$ cat config.mk
export PLATFORM = sky130hd
export DESIGN_NAME = per_cpu_interrupt_vector_allocator_top
export DESIGN_NICKNAME = d
export VERILOG_FILES = /design/src/hw/rtl/pcva_pkg.sv /design/src/hw/rtl/per_cpu_interrupt_vector_allocator_top.sv /design/src/hw/rtl/pcva_bitmap_ram.sv /design/src/hw/rtl/pcva_ffz.sv
export SDC_FILE = /design/constraint.sdc
export NUM_CORES = 2
export LEC_CHECK = 0
export ABC_AREA = 1
export BUFFER_PORTS_ARGS = -buffer_cell sky130_fd_sc_hd__buf_2
export CORE_UTILIZATION = 53
export CTS_CLUSTER_DIAMETER = 100
export DETAILED_ROUTE_END_ITERATION = 7
export PLACE_DENSITY = 0.71
export SYNTH_ARGS = -nofsm -noshare
export SYNTH_HDL_FRONTEND = slang
export SYNTH_SLANG_ARGS = --single-unit
$ cat constraint.sdc
create_clock -name i_clk -period 5.9 [get_ports i_clk]
set_input_delay 0.59 -clock i_clk [delete_from_list [all_inputs] [get_ports i_clk]]
set_output_delay 0.59 -clock i_clk [all_outputs]
set_load 0.01 [all_outputs]
$ cat src/hw/rtl/pcva_pkg.sv
// Package for the per-CPU interrupt vector allocator.
// Holds the request and response types, operation and status codes, and the sequencer states.
// No dependencies.
package pcva_pkg;

    localparam int NUM_CPUS_DEF     = 8;
    localparam int FIRST_VECTOR_DEF = 64;
    localparam int WORD_W           = 64;
    localparam int BIT_W            = 6;
    localparam int WORDS_PER_CPU    = 4;
    localparam int WSEL_W           = 2;
    localparam int CPU_W            = 3;
    localparam int VEC_W            = 8;
    localparam int STATUS_W         = 2;

    localparam logic OP_ALLOC = 1'b0;
    localparam logic OP_FREE  = 1'b1;

    localparam logic [STATUS_W-1:0] STAT_ALLOCATED = 2'd0;
    localparam logic [STATUS_W-1:0] STAT_NONE_FREE = 2'd1;
    localparam logic [STATUS_W-1:0] STAT_FREED     = 2'd2;
    localparam logic [STATUS_W-1:0] STAT_IGNORED   = 2'd3;

    typedef struct packed {
        logic             op;
        logic [CPU_W-1:0] cpu_index;
        logic [VEC_W-1:0] vector_in;
    } t_req;

    typedef struct packed {
        logic [VEC_W-1:0]    vector_out;
        logic [STATUS_W-1:0] status;
    } t_rsp;

    typedef enum logic [1:0] {
        S_CLEAR,
        S_IDLE,
        S_ALLOC,
        S_FREE
    } t_state;

endpackage

$ cat src/hw/rtl/per_cpu_interrupt_vector_allocator_top.sv
// Per-CPU interrupt vector allocator: top level with the scan sequencer.
// Allocate scans the CPU's bitmap words from the lowest until one has a clear bit; a valid free
// clears one bit, and busy drops as the result strobes; a rejected request never raises busy.
// The shared find-first-zero unit and the single RAM read port set one word per cycle.
// After reset all NUM_CPUS*4 RAM words are written to load reserved vectors; busy is high then.
// Uses pcva_pkg, pcva_bitmap_ram and pcva_ffz.
module per_cpu_interrupt_vector_allocator_top #(
    parameter int NUM_CPUS     = pcva_pkg::NUM_CPUS_DEF,
    parameter int FIRST_VECTOR = pcva_pkg::FIRST_VECTOR_DEF
) (
    input  logic           i_clk,
    input  logic           i_rst_n,
    input  logic           start,
    input  pcva_pkg::t_req i_req,
    output logic           busy,
    output logic           o_done,
    output pcva_pkg::t_rsp o_rsp
);
    import pcva_pkg::*;

    localparam int DEPTH = NUM_CPUS * WORDS_PER_CPU;
    localparam int AW    = $clog2(DEPTH);
    localparam logic [WORD_W-1:0] RESV_MASK =
        (FIRST_VECTOR >= WORD_W) ? {WORD_W{1'b1}}
                                 : ((WORD_W'(1) << FIRST_VECTOR) - WORD_W'(1));

    t_state             r_state, n_state;
    logic [AW-1:0]      r_clr, n_clr;
    logic [CPU_W-1:0]   r_cpu, n_cpu;
    logic [WSEL_W-1:0]  r_word, n_word;
    logic [BIT_W-1:0]   r_bit, n_bit;
    logic               r_done, n_done;
    t_rsp               r_rsp, n_rsp;

    logic               rd_en;
    logic [AW-1:0]      rd_addr;
    logic [WORD_W-1:0]  rd_data;
    logic               wr_en;
    logic [AW-1:0]      wr_addr;
    logic [WORD_W-1:0]  wr_data;
    logic               ffz_found;
    logic [BIT_W-1:0]   ffz_bit;
    logic               cpu_ok;
    logic               vec_ok;

    pcva_bitmap_ram #(
        .DEPTH (DEPTH),
        .AW    (AW)
    ) u_ram (
        .i_clk     (i_clk),
        .i_rd_en   (rd_en),
        .i_rd_addr (rd_addr),
        .o_rd_data (rd_data),
        .i_wr_en   (wr_en),
        .i_wr_addr (wr_addr),
        .i_wr_data (wr_data)
    );

    pcva_ffz u_ffz (
        .i_word  (rd_data),
        .o_found (ffz_found),
        .o_bit   (ffz_bit)
    );

    assign cpu_ok = ({1'b0, 8'(i_req.cpu_index)} < 9'(NUM_CPUS));
    assign vec_ok = (i_req.vector_in >= VEC_W'(FIRST_VECTOR));

    always_ff @(posedge i_clk) begin
        if (!i_rst_n) begin
            r_state <= S_CLEAR;
            r_clr   <= '0;
            r_done  <= 1'b0;
        end else begin
            r_state <= n_state;
            r_clr   <= n_clr;
            r_done  <= n_done;
        end
    end

    always_ff @(posedge i_clk) begin
        r_cpu  <= n_cpu;
        r_word <= n_word;
        r_bit  <= n_bit;
        r_rsp  <= n_rsp;
    end

    always_comb begin
        n_state = r_state;
        n_clr   = r_clr;
        n_cpu   = r_cpu;
        n_word  = r_word;
        n_bit   = r_bit;
        n_done  = 1'b0;
        n_rsp   = r_rsp;
        rd_en   = 1'b0;
        rd_addr = AW'({r_cpu, r_word});
        wr_en   = 1'b0;
        wr_addr = AW'({r_cpu, r_word});
        wr_data = rd_data;
        unique case (r_state)
            S_CLEAR: begin
                wr_en   = 1'b1;
                wr_addr = r_clr;
                wr_data = (r_clr[WSEL_W-1:0] == '0) ? RESV_MASK : '0;
                if (r_clr == AW'(DEPTH - 1)) begin
                    n_state = S_IDLE;
                end else begin
                    n_clr = r_clr + AW'(1);
                end
            end
            S_IDLE: begin
                if (start) begin
                    n_cpu  = i_req.cpu_index;
                    n_bit  = i_req.vector_in[BIT_W-1:0];
                    n_word = (i_req.op == OP_FREE) ? i_req.vector_in[VEC_W-1 -: WSEL_W] : '0;
                    rd_addr = AW'({i_req.cpu_index, n_word});
                    if (i_req.op == OP_ALLOC) begin
                        if (cpu_ok) begin
                            rd_en   = 1'b1;
                            n_state = S_ALLOC;
                        end else begin
                            n_done = 1'b1;
                            n_rsp  = '{vector_out: '0, status: STAT_NONE_FREE};
                        end
                    end else begin
                        if (cpu_ok && vec_ok) begin
                            rd_en   = 1'b1;
                            n_state = S_FREE;
                        end else begin
                            n_done = 1'b1;
                            n_rsp  = '{vector_out: '0, status: STAT_IGNORED};
                        end
                    end
                end
            end
            S_ALLOC: begin
                if (ffz_found) begin
                    wr_en   = 1'b1;
                    wr_data = rd_data | (WORD_W'(1) << ffz_bit);
                    n_done  = 1'b1;
                    n_rsp   = '{vector_out: {r_word, ffz_bit}, status: STAT_ALLOCATED};
                    n_state = S_IDLE;
                end else if (r_word == '1) begin
                    n_done  = 1'b1;
                    n_rsp   = '{vector_out: '0, status: STAT_NONE_FREE};
                    n_state = S_IDLE;
                end else begin
                    n_word  = r_word + WSEL_W'(1);
                    rd_en   = 1'b1;
                    rd_addr = AW'({r_cpu, n_word});
                end
            end
            S_FREE: begin
                wr_en   = 1'b1;
                wr_data = rd_data & ~(WORD_W'(1) << r_bit);
                n_done  = 1'b1;
                n_rsp   = '{vector_out: '0, status: STAT_FREED};
                n_state = S_IDLE;
            end
            default: begin
                n_state = S_IDLE;
            end
        endcase
    end

    assign busy   = (r_state != S_IDLE);
    assign o_done = r_done;
    assign o_rsp  = r_rsp;

endmodule

$ cat src/hw/rtl/pcva_bitmap_ram.sv
// Bitmap storage for the vector allocator: one write port and one registered read port.
// Depends on pcva_pkg for the word width.
module pcva_bitmap_ram #(
    parameter int DEPTH = pcva_pkg::NUM_CPUS_DEF * pcva_pkg::WORDS_PER_CPU,
    parameter int AW    = $clog2(DEPTH)
) (
    input  logic                       i_clk,
    input  logic                       i_rd_en,
    input  logic [AW-1:0]              i_rd_addr,
    output logic [pcva_pkg::WORD_W-1:0] o_rd_data,
    input  logic                       i_wr_en,
    input  logic [AW-1:0]              i_wr_addr,
    input  logic [pcva_pkg::WORD_W-1:0] i_wr_data
);
    import pcva_pkg::*;

    logic [WORD_W-1:0] r_mem [DEPTH];
    logic [WORD_W-1:0] r_rd_data;

    always_ff @(posedge i_clk) begin
        if (i_wr_en) begin
            r_mem[i_wr_addr] <= i_wr_data;
        end
        if (i_rd_en) begin
            r_rd_data <= r_mem[i_rd_addr];
        end
    end

    assign o_rd_data = r_rd_data;

endmodule

$ cat src/hw/rtl/pcva_ffz.sv
// Find-first-zero unit: returns the position of the lowest clear bit of one bitmap word.
// Depends on pcva_pkg for the word and bit-index widths.
module pcva_ffz (
    input  logic [pcva_pkg::WORD_W-1:0] i_word,
    output logic                        o_found,
    output logic [pcva_pkg::BIT_W-1:0]  o_bit
);
    import pcva_pkg::*;

    always_comb begin
        o_found = 1'b0;
        o_bit   = '0;
        for (int i = WORD_W - 1; i >= 0; i--) begin
            if (!i_word[i]) begin
                o_found = 1'b1;
                o_bit   = BIT_W'(i);
            end
        end
    end

endmodule

==> summary.md <==
| Metric | Value |
|---|---|
| Post-DP HPWL | `124600 um` |
| Met3 routed WL | `32180 um` |
| Main combinational cell family by area after synthesis | `compound AO/OA/AOI/OAI gates` |
| Synthesis-stage register bit count | `2141` |
| DR DRC count | `0` |
| Clock Root Buffer | `clkbuf_16` |
| DR vias | `58.77k` |
| Synth Area in Adders | `0.001589` |
| Max Cap Viol | `0` |
| Commonest cells in the netlist | `edfxtp_1, nor2_1, o21ai_0` |
| Top-area cell type share of the netlist area | `0.7395` |
| GRT overflow | `0` |
| RSZ-0062 raised after global routing | `true` |
| CTS buffer count | `204` |
| Total wire length | `251600 um` |
| Cell depth of the worst flop-to-flop path | `69` |
| Fin util | `0.6126` |
| H-tree levels | `4` |
| Worst EP required | `6610 ps` |
| Core Box Area | `161300 um2` |
| Synth cell types | `46` |
| Routed metal-1 wirelength | `94190 um` |
| Post-DR vias/cell | `6.495` |
| Die Wd | `406.2 um` |
| CP Max Fanout | `16` |
| CTS Buffer Depth | `3` |
| Global-route wire length before repair | `359300 um` |
| YS warnings | `0` |
| Synth area leader | `edfxtp_1` |
| CTS tree | `done` |
| Area Growth Syn to Fin | `14.08%` |
| Simple-Gate Fraction of Synth Area | `0.1004` |
| Initial Util | `0.5369` |
| Slowest stage cell, crit path | `edfxtp_1` |
| Final setup viols | `0` |
| Post-Syn Instances | `6649` |
| Worst Setup Slack post-DPL | `478.4 ps` |
| Iter 0 DRT Violations | `8590` |
| Worst Tran Pin Value | `1413 ps` |
| Status | `complete, no violations` |
| Synth Flop Type | `edfxtp_1` |
| Routed WL per cell | `27.80 um` |
| CTS clock-pin slew for the worst setup and hold paths | `60 ps` |
| # port buffers | `26` |
| Compound-Gate Fraction of Synth Area | `0.1201` |
| Vias in the first global route | `54.80k` |
| Clock Sinks | `2141` |
| DR WL met2 | `114700 um` |
| Multiplexer share of the synthesized area | `0.01134` |
| Layout cells sized above 1 | `0.1159` |
| Critical Path Max Stage Delay | `380 ps` |
| I/O pin count | `27` |
| Most used cell along the critical path | `nand2_1` |
| Initial antenna violation count | `7` |
| Placement row count | `147` |
| # nets final | `6739` |
| Die height | `406.2 um` |
| CP Class | `flip-flop to flip-flop` |
| Min Tclk post-route | `5570 ps` |
| Fill count | `11.83k` |
| Period utilization | `0.9441` |
| Slack of the critical path | `329.6 ps` |
| Slew Viols, Final | `0` |
| Synth area leaders | `edfxtp_1, nor2_1, o32ai_1, o21ai_0, clkbuf_1` |
| GPL Wtd Cong | `0.9805` |
| Crit. End Element | `flip-flop` |
| DR top layer | `met5` |
| Hold path cells | `3` |
| EDFF count, synth | `2133` |
| Bufs and invs on worst path | `4` |
| Max-slew headroom | `0.05550` |
| Antenna viol nets, final | `0` |
| Avg Cell Area, Syn | `13.03 um2` |
| Gr usage total | `0.3000` |
| CP Launch Type | `flip-flop` |
| Die footprint | `165000 um2` |
| Mapped cell area | `86610 um2` |
| Worst-Skew Late Latency | `870 ps` |
| Sequential share of the synthesized area | `0.7414` |
| Top-count cell post-synth | `edfxtp_1` |
| Post-Synth XOR/XNOR Area | `0` |
| F_max | `179.5 MHz` |
| Final hold vios | `0` |
| Top Family by Delay on Critical Path | `simple AND/OR/NAND/NOR gates` |
| Levels on crit path | `69` |
| Worst EP arrival | `6280 ps` |
| Fin Clk Skew | `66.82 ps` |
| Ys async rst share | `0` |
| DR pass1 iterations | `6` |
| Synthesized Nets | `6675` |
| Largest net degree at the start of global routing | `156` |
| Worst min path class | `input pin to flip-flop` |
[through the flow]
step / hold WS [ps] / setup TNS [ps] / std cells / cell area [um2]
after floorplan: 464.1 / 0 / 6649 / 86610
after global placement: 498.2 / 0 / 8627 / 91540
after detailed placement: 501.6 / 0 / 8627 / 91540
after CTS: 74.80 / 0 / 9014 / 98090
after global routing: 120.2 / -109650 / 9044 / 98800
final: 123.5 / 0 / 9048 / 98810
[worst paths after layout]
kind,from,end,slack [ps]
min,i_req[11],r_state[0],120
min reg2reg,r_clr[3],r_clr[3],510
max,u_ram.o_rd_data[63],u_ram.r_mem[18][26],330
max reg2reg,u_ram.o_rd_data[63],u_ram.r_mem[18][26],330
[logic make-up (layout without fill, tap and decap cells)]
family | after synthesis | in the layout
buffers and inverters | 577 | 812
adders and majority gates | 11 | 11
and+or+nand+nor | 2231 | 2231
other | 0 | 4
muxes | 91 | 91
DFF | 2141 | 2141
AOI/OAI and AO/OA | 1598 | 1598
[worst min-delay path, stage by stage]
cell      delay (ps)
buf_2            120
nor3_1            50
a211oi_1         160
[what timing repair did]
item                                    in CTS  in global routing
endpoints found under the hold margin       13                  0
hold buffers                                10                  0
endpoints found under the setup margin       0               1900
buffers inserted                             0                 15
gates resized for setup                      0                 46
[layout by cell type (no fill, tap or decap), types with 22 or more instances in the layout]
| master | instances |
|---|---|
| edfxtp_1 | 2133 |
| nor2_1 | 1810 |
| o21ai_0 | 771 |
| o32ai_1 | 459 |
| nand2_1 | 224 |
| clkbuf_16 | 216 |
| buf_4 | 162 |
| buf_12 | 117 |
| o22ai_1 | 108 |
| inv_1 | 94 |
| nand3_1 | 70 |
| mux2_2 | 57 |
| clkinv_1 | 48 |
| clkbuf_1 | 45 |
| clkinv_2 | 43 |
| a31oi_1 | 38 |
| nor2_4 | 38 |
| mux2i_1 | 34 |
| o221ai_1 | 34 |
| nor3_1 | 31 |
| o211ai_1 | 29 |
| o311ai_0 | 28 |
| buf_2 | 26 |
| a21oi_2 | 22 |
[cell type report]
type / instances / area, um2 / area share
multi-input combinational: 3931 / 20860 / 0.2112
tap: 2160 / 2703 / 0.02735
inverter: 101 / 406.6 / 0.004115
antenna: 4 / 10.01 / 0.0001013
timing repair buffer: 334 / 4165 / 0.04215
clock buffer: 250 / 5299 / 0.05363
sequential: 2141 / 64210 / 0.6499
clock inverter: 127 / 1150 / 0.01164
[state kept, by name, indices dropped and copies added, names as in the netlist]
name / count
r_state: 2
r_clr: 5
o_done: 1
r_word: 2
r_cpu: 3
u_ram.o_rd_data: 64
r_bit: 6
o_rsp: 10
u_ram.r_mem: 2048
[metal layers]
layer	track usage	up-vias
li1	-	25080
met1	0.4192	28960
met2	0.4596	4016
met3	0.06433	713
met4	0.1224	4
met5	0	-
Power is not shown: default switching activity piles up to over one toggle a cycle in this logic, so the estimate is an artifact.
